===== src/rtl/core/kocnt_pkg.sv =====
`timescale 1ns / 1ps
`default_nettype none
// ----------------------------------------------------------------------------
// kocnt_pkg: shared types and constants of the keyword occurrence counter
// Keyword table, result kinds, sequencing phases and the word hit struct.
// ----------------------------------------------------------------------------
package kocnt_pkg;

	// longest word is MAX_WORD_LEN-1 characters
	localparam int MAX_WORD_LEN = 100;
	localparam logic [7:0] WORD_CAP = 8'(MAX_WORD_LEN - 1);

	localparam int NUM_KEYS = 3;
	localparam logic [1:0] KEY_AUTO  = 2'd0;
	localparam logic [1:0] KEY_BREAK = 2'd1;
	localparam logic [1:0] KEY_CASE  = 2'd2;

	typedef enum logic [1:0] {
		KIND_HIT    = 2'd0,
		KIND_REPORT = 2'd1,
		KIND_EMPTY  = 2'd2
	} kind_t;

	typedef enum logic {
		PH_WORD   = 1'b0,
		PH_REPORT = 1'b1
	} phase_t;

	// outcome of ending a word
	typedef struct packed {
		logic       hit;
		logic [1:0] idx;
	} hit_t;

	// keyword lengths
	function automatic logic [7:0] key_len(input logic [1:0] k);
		case (k)
			KEY_AUTO:  key_len = 8'd4;
			KEY_BREAK: key_len = 8'd5;
			KEY_CASE:  key_len = 8'd4;
			default:   key_len = 8'd0;
		endcase
	endfunction

	// keyword character at position p, zero past the end
	function automatic logic [7:0] key_char(input logic [1:0] k, input logic [7:0] p);
		logic [7:0] c;
		c = 8'h00;
		case (k)
			KEY_AUTO: begin
				case (p)
					8'd0:    c = "a";
					8'd1:    c = "u";
					8'd2:    c = "t";
					8'd3:    c = "o";
					default: c = 8'h00;
				endcase
			end
			KEY_BREAK: begin
				case (p)
					8'd0:    c = "b";
					8'd1:    c = "r";
					8'd2:    c = "e";
					8'd3:    c = "a";
					8'd4:    c = "k";
					default: c = 8'h00;
				endcase
			end
			KEY_CASE: begin
				case (p)
					8'd0:    c = "c";
					8'd1:    c = "a";
					8'd2:    c = "s";
					8'd3:    c = "e";
					default: c = 8'h00;
				endcase
			end
			default: c = 8'h00;
		endcase
		key_char = c;
	endfunction

endpackage
`default_nettype wire


===== src/rtl/core/keyword_occurrence_counter_top.sv =====
`timescale 1ns / 1ps
`default_nettype none
// ----------------------------------------------------------------------------
// keyword_occurrence_counter_top: keyword occurrence counter
// Counts the keywords auto, break and case in a text byte stream and reports
// the counts at end of text.
// ----------------------------------------------------------------------------
// channel  handshake            payload
// in       in_valid/in_ready    text_byte, end_of_text
// out      out_valid/out_ready  kind, key_index, occurrences, last_result
//
// a text byte goes from the input register through the word tracker to the result register
// an end of text beat first finishes the word, then gives one report result
// per step, set by the report sequencer
// reset clears word state and all counts; counts persist across end of text
// a stalled output holds the input register; one more beat can wait there
// ----------------------------------------------------------------------------
module keyword_occurrence_counter_top
	import kocnt_pkg::*;
(
	input  wire logic        clk,
	input  wire logic        arst_n,
	input  wire logic        in_valid,
	output logic             in_ready,
	input  wire logic [7:0]  text_byte,
	input  wire logic        end_of_text,
	output logic             out_valid,
	input  wire logic        out_ready,
	output logic [1:0]       kind,
	output logic [1:0]       key_index,
	output logic [31:0]      occurrences,
	output logic             last_result
);

	logic        valid_s1;
	logic [7:0]  byte_s1;
	logic        eot_s1;

	phase_t      phase_q;
	logic [2:0]  done_q;
	logic [31:0] counts_q [NUM_KEYS];

	logic        out_valid_q;
	kind_t       kind_q;
	logic [1:0]  idx_q;
	logic [31:0] occ_q;
	logic        last_q;

	logic        out_free;
	logic        step;
	logic        word_step;
	logic        step_final;
	hit_t        hit;
	logic [31:0] hit_count;
	logic [2:0]  nz;
	logic [2:0]  pend;
	logic [2:0]  rest;
	logic [1:0]  sel;

	logic        res_valid;
	kind_t       res_kind;
	logic [1:0]  res_idx;
	logic [31:0] res_occ;
	logic        res_last;

	assign out_free  = !out_valid_q || out_ready;
	assign step      = valid_s1 && out_free;
	assign word_step = step && (!eot_s1 || (phase_q == PH_WORD));

	kocnt_word u_word (
		.clk         (clk),
		.arst_n      (arst_n),
		.step        (word_step),
		.text_byte   (byte_s1),
		.end_of_text (eot_s1),
		.hit         (hit)
	);

	// saturating count of the hit keyword
	always_comb begin
		hit_count = counts_q[hit.idx];
		if (hit_count != 32'hFFFF_FFFF)
			hit_count = hit_count + 32'd1;
	end

	// pick the next keyword to report
	always_comb begin
		for (int k = 0; k < NUM_KEYS; k++)
			nz[k] = (counts_q[k] != 32'd0);
		pend = nz & ~done_q;
		sel  = KEY_AUTO;
		for (int k = NUM_KEYS - 1; k >= 0; k--) begin
			if (pend[k])
				sel = 2'(k);
		end
		rest = pend & ~(3'b001 << sel);
	end

	// result of this step
	always_comb begin
		res_valid  = 1'b0;
		res_kind   = KIND_HIT;
		res_idx    = hit.idx;
		res_occ    = hit_count;
		res_last   = !eot_s1;
		step_final = !eot_s1;
		if (!eot_s1 || (phase_q == PH_WORD)) begin
			res_valid = hit.hit;
		end else if (nz == 3'b000) begin
			res_valid  = 1'b1;
			res_kind   = KIND_EMPTY;
			res_idx    = KEY_AUTO;
			res_occ    = 32'd0;
			res_last   = 1'b1;
			step_final = 1'b1;
		end else begin
			res_valid  = 1'b1;
			res_kind   = KIND_REPORT;
			res_idx    = sel;
			res_occ    = counts_q[sel];
			res_last   = (rest == 3'b000);
			step_final = (rest == 3'b000);
		end
	end

	assign in_ready = !valid_s1 || (step && step_final);

	// input register
	always_ff @(posedge clk or negedge arst_n) begin
		if (!arst_n) begin
			valid_s1 <= 1'b0;
		end else if (in_ready) begin
			valid_s1 <= in_valid;
		end
	end

	always_ff @(posedge clk) begin
		if (in_ready && in_valid) begin
			byte_s1 <= text_byte;
			eot_s1  <= end_of_text;
		end
	end

	// report sequencer and counts
	always_ff @(posedge clk or negedge arst_n) begin
		if (!arst_n) begin
			phase_q <= PH_WORD;
			done_q  <= 3'b000;
			for (int k = 0; k < NUM_KEYS; k++)
				counts_q[k] <= 32'd0;
		end else if (step) begin
			if (word_step && hit.hit)
				counts_q[hit.idx] <= hit_count;
			if (eot_s1) begin
				if (phase_q == PH_WORD) begin
					phase_q <= PH_REPORT;
					done_q  <= 3'b000;
				end else if (step_final) begin
					phase_q <= PH_WORD;
					done_q  <= 3'b000;
				end else begin
					done_q <= done_q | (3'b001 << sel);
				end
			end
		end
	end

	// result register
	always_ff @(posedge clk or negedge arst_n) begin
		if (!arst_n) begin
			out_valid_q <= 1'b0;
		end else if (out_free) begin
			out_valid_q <= step && res_valid;
		end
	end

	always_ff @(posedge clk) begin
		if (step && res_valid) begin
			kind_q <= res_kind;
			idx_q  <= res_idx;
			occ_q  <= res_occ;
			last_q <= res_last;
		end
	end

	assign out_valid   = out_valid_q;
	assign kind        = kind_q;
	assign key_index   = idx_q;
	assign occurrences = occ_q;
	assign last_result = last_q;

	// checks
	a_report_needs_eot: assert property (@(posedge clk) disable iff (!arst_n)
		(valid_s1 && (phase_q == PH_REPORT)) |-> eot_s1)
		else $error("report phase without end of text");

	a_hit_nonzero: assert property (@(posedge clk) disable iff (!arst_n)
		(out_valid && (kind == KIND_HIT)) |-> (occurrences != 32'd0))
		else $error("hit result with zero count");

	a_empty_last: assert property (@(posedge clk) disable iff (!arst_n)
		(out_valid && (kind == KIND_EMPTY)) |-> (last_result && (occurrences == 32'd0)))
		else $error("empty report not final or nonzero");

	a_accept_loads: assert property (@(posedge clk) disable iff (!arst_n)
		(in_valid && in_ready) |=> valid_s1)
		else $error("accepted beat not held in input register");

endmodule
`default_nettype wire


===== src/rtl/core/kocnt_word.sv =====
`timescale 1ns / 1ps
`default_nettype none
// ----------------------------------------------------------------------------
// kocnt_word: word tracker
// Collects the current word's length and keyword prefix matches and reports
// which keyword, if any, a word equals in the step that ends it.
// ----------------------------------------------------------------------------
module kocnt_word
	import kocnt_pkg::*;
(
	input  wire logic       clk,
	input  wire logic       arst_n,
	input  wire logic       step,
	input  wire logic [7:0] text_byte,
	input  wire logic       end_of_text,
	output hit_t            hit
);

	logic       inside_q;
	logic [7:0] len_q;
	logic [2:0] match_q;

	logic       inside_d;
	logic [7:0] len_d;
	logic [2:0] match_d;

	logic       is_alnum;
	logic       is_letter;
	logic [7:0] base_len;
	logic [2:0] base_match;
	logic [7:0] app_len;
	logic [2:0] app_match;
	logic       fin;
	logic [7:0] fin_len;
	logic [2:0] fin_match;

	// character classes
	always_comb begin
		is_letter = ((text_byte >= "a") && (text_byte <= "z")) ||
		            ((text_byte >= "A") && (text_byte <= "Z"));
		is_alnum  = is_letter || ((text_byte >= "0") && (text_byte <= "9"));
	end

	// append the byte to the word
	always_comb begin
		base_len   = inside_q ? len_q : 8'd0;
		base_match = inside_q ? match_q : 3'b111;
		app_match  = base_match;
		for (int k = 0; k < NUM_KEYS; k++) begin
			if ((base_len >= key_len(2'(k))) || (key_char(2'(k), base_len) != text_byte))
				app_match[k] = 1'b0;
		end
		app_len = base_len + 8'd1;
	end

	// next word state and word end
	always_comb begin
		inside_d  = inside_q;
		len_d     = len_q;
		match_d   = match_q;
		fin       = 1'b0;
		fin_len   = len_q;
		fin_match = match_q;
		if (end_of_text || (inside_q && !is_alnum)) begin
			fin      = inside_q;
			inside_d = 1'b0;
			len_d    = 8'd0;
			match_d  = 3'b111;
		end else if (inside_q || is_letter) begin
			if (app_len >= WORD_CAP) begin
				fin       = 1'b1;
				fin_len   = app_len;
				fin_match = app_match;
				inside_d  = 1'b0;
				len_d     = 8'd0;
				match_d   = 3'b111;
			end else begin
				inside_d = 1'b1;
				len_d    = app_len;
				match_d  = app_match;
			end
		end
	end

	// first keyword that the finished word equals
	always_comb begin
		hit = '0;
		for (int k = NUM_KEYS - 1; k >= 0; k--) begin
			if (fin && fin_match[k] && (fin_len == key_len(2'(k)))) begin
				hit.hit = 1'b1;
				hit.idx = 2'(k);
			end
		end
	end

	// word state registers
	always_ff @(posedge clk or negedge arst_n) begin
		if (!arst_n) begin
			inside_q <= 1'b0;
			len_q    <= 8'd0;
			match_q  <= 3'b111;
		end else if (step) begin
			inside_q <= inside_d;
			len_q    <= len_d;
			match_q  <= match_d;
		end
	end

endmodule
`default_nettype wire


===== config.mk =====
export PLATFORM = sky130hd
export DESIGN_NAME = keyword_occurrence_counter_top
export DESIGN_NICKNAME = d
export VERILOG_FILES = /design/src/rtl/core/kocnt_pkg.sv /design/src/rtl/core/keyword_occurrence_counter_top.sv /design/src/rtl/core/kocnt_word.sv
export SDC_FILE = /design/constraint.sdc
export NUM_CORES = 1
export LEC_CHECK = 0
export ABC_CLOCK_PERIOD_IN_PS = 6000
export BUFFER_PORTS_ARGS = -buffer_cell sky130_fd_sc_hd__buf_2
export CELL_PAD_IN_SITES_DETAIL_PLACEMENT = 1
export CELL_PAD_IN_SITES_GLOBAL_PLACEMENT = 2
export CORE_MARGIN = 1
export CORE_UTILIZATION = 39
export CTS_CLUSTER_SIZE = 25
export DETAILED_ROUTE_END_ITERATION = 6
export MAX_ROUTING_LAYER = met4
export PLACE_DENSITY = 0.8
export SYNTH_ARGS = -nofsm -noshare
export SYNTH_HDL_FRONTEND = slang
export SYNTH_SLANG_ARGS = --single-unit

===== constraint.sdc =====
create_clock -name clk -period 6 [get_ports clk]
set_input_delay 0.9 -clock clk [delete_from_list [all_inputs] [get_ports clk]]
set_output_delay 0.9 -clock clk [all_outputs]
set_load 0.02 [all_outputs]

[Word level (Yosys, flattened, before mapping)]
Index checks and enable logic that the tools add are counted.
Operators by class
  reductions and logical operators: 41
  mux-type cells: 54
  shifts and indexed selects: 1
  eq/ne operators: 10
  $add $sub $neg: 2
  bitwise logic cells: 8
  order comparisons: 12
Operators by type and width (number)
  two-way mux 32 bit: 8
  binary-select mux 32 bit (select 2 bit): 2
  bitwise mux 96 bit: 1
  nonzero test 32 bit: 3
  demux 32 bit (select 2 bit): 1
  two-way mux 8 bit: 7
  one-hot mux 7 bit (4 select lines): 2
  two-way mux 3 bit: 12
  one-hot mux 7 bit (5 select lines): 1
  adder 32 x 1 -> 32 bit (second input constant): 1
  inequality test 32 bit (second input constant): 1
  == test 8 x 3 -> 1 bit (second input constant): 3
  greater-or-equal comparator 8 x 7 -> 1 bit (second input constant): 3
  inequality test 7 x 8 -> 1 bit: 3
  logical AND 1 bit: 17
  == test 8 x 2 -> 1 bit (second input constant): 2
  greater-or-equal comparator 8 x 3 -> 1 bit (second input constant): 2
  less-or-equal comparator 8 x 7 -> 1 bit (second input constant): 2
  two-way mux 1 bit: 14
  two-way mux 2 bit: 6
  logical OR 1 bit: 10
  adder 8 x 1 -> 8 bit (second input constant): 1
  == test 8 x 1 -> 1 bit (second input constant): 1
  greater-or-equal comparator 8 x 6 -> 1 bit (second input constant): 1
  other kinds (14): 24
Word-level totals
  input bits: 13
  word-level logic and storage cells: 144
  bits in registers: 160

[Depth between registers and ports, before layout]
  word-level depth: 21
  depth in mapped cells: 15
  gate-level depth less buffers: 9

[Modules after synthesis]
From an unflattened synthesis, not the netlist that was laid out.
Second synthesis, totals
  cells, all modules: 965
  area total of the unflattened synthesis: 9670.5 um2
Modules (own cells, without submodules)
  keyword_occurrence_counter_top: area an instance 8318.0 um2, cells an instance 788, times used 1
  kocnt_word: area an instance 1352.5 um2, cells an instance 177, times used 1

[Worst setup path before layout]
No wires, ideal clock.
  path kind: reg-to-reg
  start: reg byte_s1[2]
  end: reg idx_q[0], in the netlist key_index[0] (enable)
  stages on the path, launching flop included: 9
  path buffers: 3
  arrival time: 4.012 ns
  path slack: 1.533 ns
  path through: edfxtp_1 buf_2 or4_1 o221ai_2 a21o_1 buf_2 nand2_1 clkbuf_1 a31oi_1
Between the ends
  cells in the longest elaborated chain, start to end: 15
Ends and longest elaborated chain
  start: declaration: line keyword_occurrence_counter_top.sv:36  | logic [7:0] byte_s1;
  start signal: assignment: line keyword_occurrence_counter_top.sv:139  | byte_s1 <= text_byte;
  greater-or-equal comparator 8 x 7 -> 1 bit (tied with other cells): line kocnt_word.sv:39  | is_letter = ((text_byte >= "a") && (text_byte <= "z")) ||
  logical AND 1 bit (on tied branches): line kocnt_word.sv:39, kocnt_word.sv:40
  logical OR 1 bit: line kocnt_word.sv:39
  logical OR 1 bit: line kocnt_word.sv:41  | is_alnum = is_letter || ((text_byte >= "0") && (text_byte <= "9"));
  zero test 1 bit: line kocnt_word.sv:64  | if (end_of_text || (inside_q && !is_alnum)) begin
  logical AND 1 bit: line kocnt_word.sv:64
  logical OR 1 bit: line kocnt_word.sv:64
  two-way mux 8 bit (tied with other cells): line kocnt_word.sv:64
  == test 8 x 3 -> 1 bit / logical AND 1 bit (equally long branches): line kocnt_word.sv:89  | if (fin && fin_match[k] && (fin_len == key_len(2'(k)))) begin
  logical AND 1 bit: line kocnt_word.sv:89
  two-way mux 3 bit (2 in series): line kocnt_word.sv:89
  two-way mux 3 bit (*): line kocnt_word.sv:89
  two-way mux 1 bit (*): line keyword_occurrence_counter_top.sv:107  | if (!eot_s1 || (phase_q == PH_WORD)) begin
  logical AND 1 bit (*): line keyword_occurrence_counter_top.sv:178  | if (step && res_valid) begin
  end signal: assignment: line keyword_occurrence_counter_top.sv:180  | idx_q <= res_idx;
  end: declaration: line keyword_occurrence_counter_top.sv:45  | logic [1:0] idx_q;
Mark *: on every way between the ends. The rest lies on a longest branch, timed or not.
A chain may end at the register's enable or synchronous reset.

[Final worst setup path]
  start: reg u_word.inside_q
  end: reg occ_q[31], in the netlist occurrences[31], data pin
Between the ends
  cells in the longest elaborated chain, start to end: 21
Ends and longest elaborated chain
  start: declaration: line kocnt_word.sv:19  | logic inside_q;
  start signal: assignment: line kocnt_word.sv:103  | inside_q <= inside_d;
  parallel branches: the longest is 13 deep, another holds adder 8 x 1 -> 8 bit
  two-way mux 3 bit (*): line kocnt_word.sv:89
  NOT 2 -> 3 bit (implied by the code) (*): line keyword_occurrence_counter_top.sv:81  | hit_count = counts_q[hit.idx];
  binary-select mux 32 bit (select 2 bit) (*): line keyword_occurrence_counter_top.sv:81
  two-way mux 32 bit (implied by the code) (*) (2 in series): line keyword_occurrence_counter_top.sv:81
  adder 32 x 1 -> 32 bit / inequality test 32 bit (equally long branches): line keyword_occurrence_counter_top.sv:83, keyword_occurrence_counter_top.sv:82
  two-way mux 32 bit (*): line keyword_occurrence_counter_top.sv:82  | if (hit_count != 32'hFFFF_FFFF)
  two-way mux 32 bit (*): line keyword_occurrence_counter_top.sv:107
  via res_occ[31]: line keyword_occurrence_counter_top.sv:63  | logic [31:0] res_occ;
  end signal: assignment: line keyword_occurrence_counter_top.sv:181  | occ_q <= res_occ;
  end: declaration: line keyword_occurrence_counter_top.sv:46  | logic [31:0] occ_q;
Mark *: on every way through the listed nets, which the timed path passes. The select of a mux whose other input is x is not followed.

==> results.json <==
{
  "drt_iter0_markers": 909,
  "r2r_slack_ns": 1.31,
  "cp_num_buf_inv": 1,
  "yosysSeqAreaShare_pct": 42.7,
  "vias": 9374,
  "synthAdderAreaFrac_pct": 0.101,
  "fin_nets": 1171,
  "tightest_slew_ns": 1.20,
  "synthMuxAreaShare_pct": 5.33,
  "numPortBuffers": 51,
  "synth_top_family_by_area": "simple AND/OR/NAND/NOR gates",
  "rr_startpoint": "u_word.inside_q",
  "syn_area_mm2": 0.00991,
  "post_dp_cell_area_mm2": 0.0104,
  "place_congestion": 0.908,
  "power_leakage_nw": 4.18,
  "r2r_end": "occurrences[31]",
  "cts.clk_slew.worst_paths_ns": 0.07,
  "cap_violations": 0,
  "post-cts-setup-buffer-count": 0,
  "grt_max_degree": 60,
  "synth.area.top_cells": "dfrtp_1, edfxtp_1, nand2_1",
  "io_pins": 52,
  "min_period_ns": 4.69,
  "rsz0062_at_grt": "no",
  "peakVddDrop_mv": 0.126,
  "hold-path-endpoint": "done_q[0]",
  "critPathTopFamily": "simple AND/OR/NAND/NOR gates",
  "cts_tree": "yes",
  "grt.total_usage_pct": 30.3,
  "crit_arrival_ns": 4.85,
  "period_share_pct": 78.2,
  "wl_per_cell_um": 24.9,
  "antenna_found_initial": 1,
  "area_delta_synth_final_pct": 11.3,
  "relSlewSlack_pct": 19.7,
  "synth_top_cell_by_area": "dfrtp_1",
  "die_height_um": 161,
  "setup_viol": 0,
  "hold_path_depth": 2,
  "required_ns": 6.16,
  "cts-root-buf": "clkbuf_16",
  "dpl.hpwl_um": 25400,
  "syn_area_per_cell_um2": 8.68,
  "synth_xor_area_share_pct": 3.62,
  "dr.pass1.iters": 5,
  "crit_path_end_kind": "flop",
  "synth_compound_gate_area_share_pct": 20.2,
  "syn_inst": 1142,
  "cts_hold_buf": 0,
  "finalHoldViolations": 0,
  "ys_async_sr_fraction_pct": 71.3,
  "first_global_vias": 9348,
  "yosys.area_share.simple_pct": 24.2,
  "clkLatencyLatePin_ns": 0.44,
  "cts_sinks": 160,
  "h-tree-depth": 4,
  "slowest_stage": "nor2_4",
  "ys_types": 84,
  "worstRegToRegCells": 9,
  "start_util_pct": 40.3,
  "synth_warnings": 0,
  "worstPathCellList": "clkinv_1, or4_4, or2_1, nor2_4, a22o_2, a211oi_4, and2_1, a21oi_1, o21ai_0",
  "ys_ff_latch": 160,
  "via_per_inst": 6.27,
  "min_from": "done_q[0]",
  "path_max_fanout": 39,
  "synth-edff-count": 46,
  "critPathKind": "flop to flop",
  "ant_nets": 0,
  "synth_top_area_share_pct": 28.0,
  "p_per_area_mw_per_mm2": 265,
  "finalSetupTns_ns": 0,
  "wirelength_um": 37300,
  "cts_resized": 0,
  "cts_buffers": 17,
  "synthFlopType": "dfrtp_1",
  "worst_setup_path_start_kind": "flop",
  "syn_nets": 1155,
  "core_mm2": 0.0246,
  "drive_above_1_share_pct": 14.1,
  "rows": 57,
  "final.fill_count": 2840,
  "dieArea_mm2": 0.0261,
  "hold_class": "flop to flop",
  "finClkSkew_ns": 0.0111,
  "die_w_um": 161,
  "slew_violations": 0,
  "cts_max_path_buffers": 2,
  "status": "finished clean",
  "grt_overflow": 0,
  "drc": 0,
  "grt_pass1_wl_um": 58200,
  "max_clock_freq_mhz": 213,
  "final_area_mm2": 0.0110,
  "cpPeakStageDelay_ns": 0.95
}
stage by stage:
| stage | std cells | hold slack (ns) | utilization, % | worst slack [ns] | total power (W) |
|---|---|---|---|---|---|
| 2_1_floorplan | 1142 | 0.455 | - | 1.53 | 0.00157 |
| 3_3_place_gp | 1463 | 0.497 | 42.4 | 1.47 | 0.00177 |
| 3_5_place_dp | 1463 | 0.508 | 42.4 | 1.37 | 0.00178 |
| 4_1_cts | 1495 | 0.521 | 44.8 | 1.37 | 0.00294 |
| 5_1_grt | 1496 | 0.544 | 44.8 | 1.08 | 0.00302 |
| 6_report | 1496 | 0.515 | 44.8 | 1.31 | 0.00293 |
tightest hold or removal path: stages, from the launching register on:
cell and delay, ns:
dfrtp_1 0.36, a21oi_1 0.05, nor2_1 0.07
cells by family after synthesis:
logic type	count (synthesis)
buffers and inverters	85
AND/OR/NAND/NOR	492
XOR/XNOR	41
multiplexers	51
AO/OA/AOI/OAI	312
flip-flops	160
adder cells (fa/ha/maj)	1
per-layer routing:
metal	wire, um	GRT usage [%]
met1	17300	41.0
met2	17600	47.6
met3	1650	3.54
met4	775	8.75
met5	0	-
Yosys cell counts (3+ instances only):
library cell and count:
nand2b_1 3, o21ai_1 26, a41oi_1 5, buf_2 12
and3_1 20, nand2_1 206, dfrtp_1 111, or3_1 4
o21ai_0 87, o22ai_1 23, nand4_1 28, and4_1 8
dfstp_2 3, edfxtp_1 46, nor3b_1 3, nor2_1 87
o211ai_1 10, a22o_1 3, a21o_1 9, buf_1 3
a31oi_1 40, mux2_2 14, inv_1 11, nor4_1 27
a211oi_1 3, nor2b_1 7, mux2i_1 37, or4_1 3
clkbuf_1 51, a311oi_1 3, a21oi_1 53, buf_6 6
xnor2_1 19, nor3_1 13, o31ai_1 16, nor3_2 4
and2_1 8, nand3_1 49, or2_2 4, xor2_1 22
power breakdown:
| part | total [W] | switching (W) | internal, W |
|---|---|---|---|
| clock | 0.00117 | 0.000504 | 0.000663 |
| combinational | 0.000482 | 0.000360 | 0.000122 |
| sequential | 0.00128 | 0.0000688 | 0.00121 |
| total | 0.00293 | 0.000933 | 0.00199 |
registers in the layout (all words and copies together) (netlist names):
| register | cells |
|---|---|
| byte_s1 | 8 |
| counts_q | 96 |
| done_q | 3 |
| eot_s1 | 1 |
| key_index | 2 |
| kind | 2 |
| last_result | 1 |
| occurrences | 32 |
| out_valid | 1 |
| phase_q | 1 |
| u_word.inside_q | 1 |
| u_word.len_q | 8 |
| u_word.match_q | 3 |
| valid_s1 | 1 |
how the worst max path moves through the flow:
stage / start / to / slack, ns / cells after the start
floorplan: byte_s1[2] / key_index[0] / 1.53 / 8
global placement: u_word.inside_q / occurrences[31] / 1.47 / 9
detailed placement: u_word.inside_q / occurrences[31] / 1.37 / 9
CTS: u_word.inside_q / occurrences[31] / 1.37 / 9
global route: u_word.inside_q / occurrences[31] / 1.08 / 9
finish: u_word.inside_q / occurrences[31] / 1.31 / 9
cells in the final DEF (no fill, tap or decap), drive strengths merged, types with 14 or more instances in the layout:
master    n
o31ai    18
and3     20
xnor2    19
inv      17
nand2   208
nor2     91
buf      70
nand4    28
mux2i    37
dfrtp   111
mux2     14
nor4     29
o21ai   114
a31oi    41
a21oi    54
nand3    51
xor2     22
clkbuf   17
nor3     18
o22ai    23
edfxtp   46
area by class of cell:
class | count | area (um2) | share of cell area, %
Multi-Input combinational cell | 897 | 5340 | 48.4
Sequential cell | 160 | 4240 | 38.4
Clock buffer | 17 | 425 | 3.86
Tap cell | 324 | 405 | 3.67
Timing Repair Buffer | 70 | 400 | 3.63
Clock inverter | 15 | 181 | 1.64
Inverter | 12 | 45.0 | 0.408
Antenna cell | 1 | 2.50 | 0.0227
Note: power is estimated with default switching activity, not from simulation.
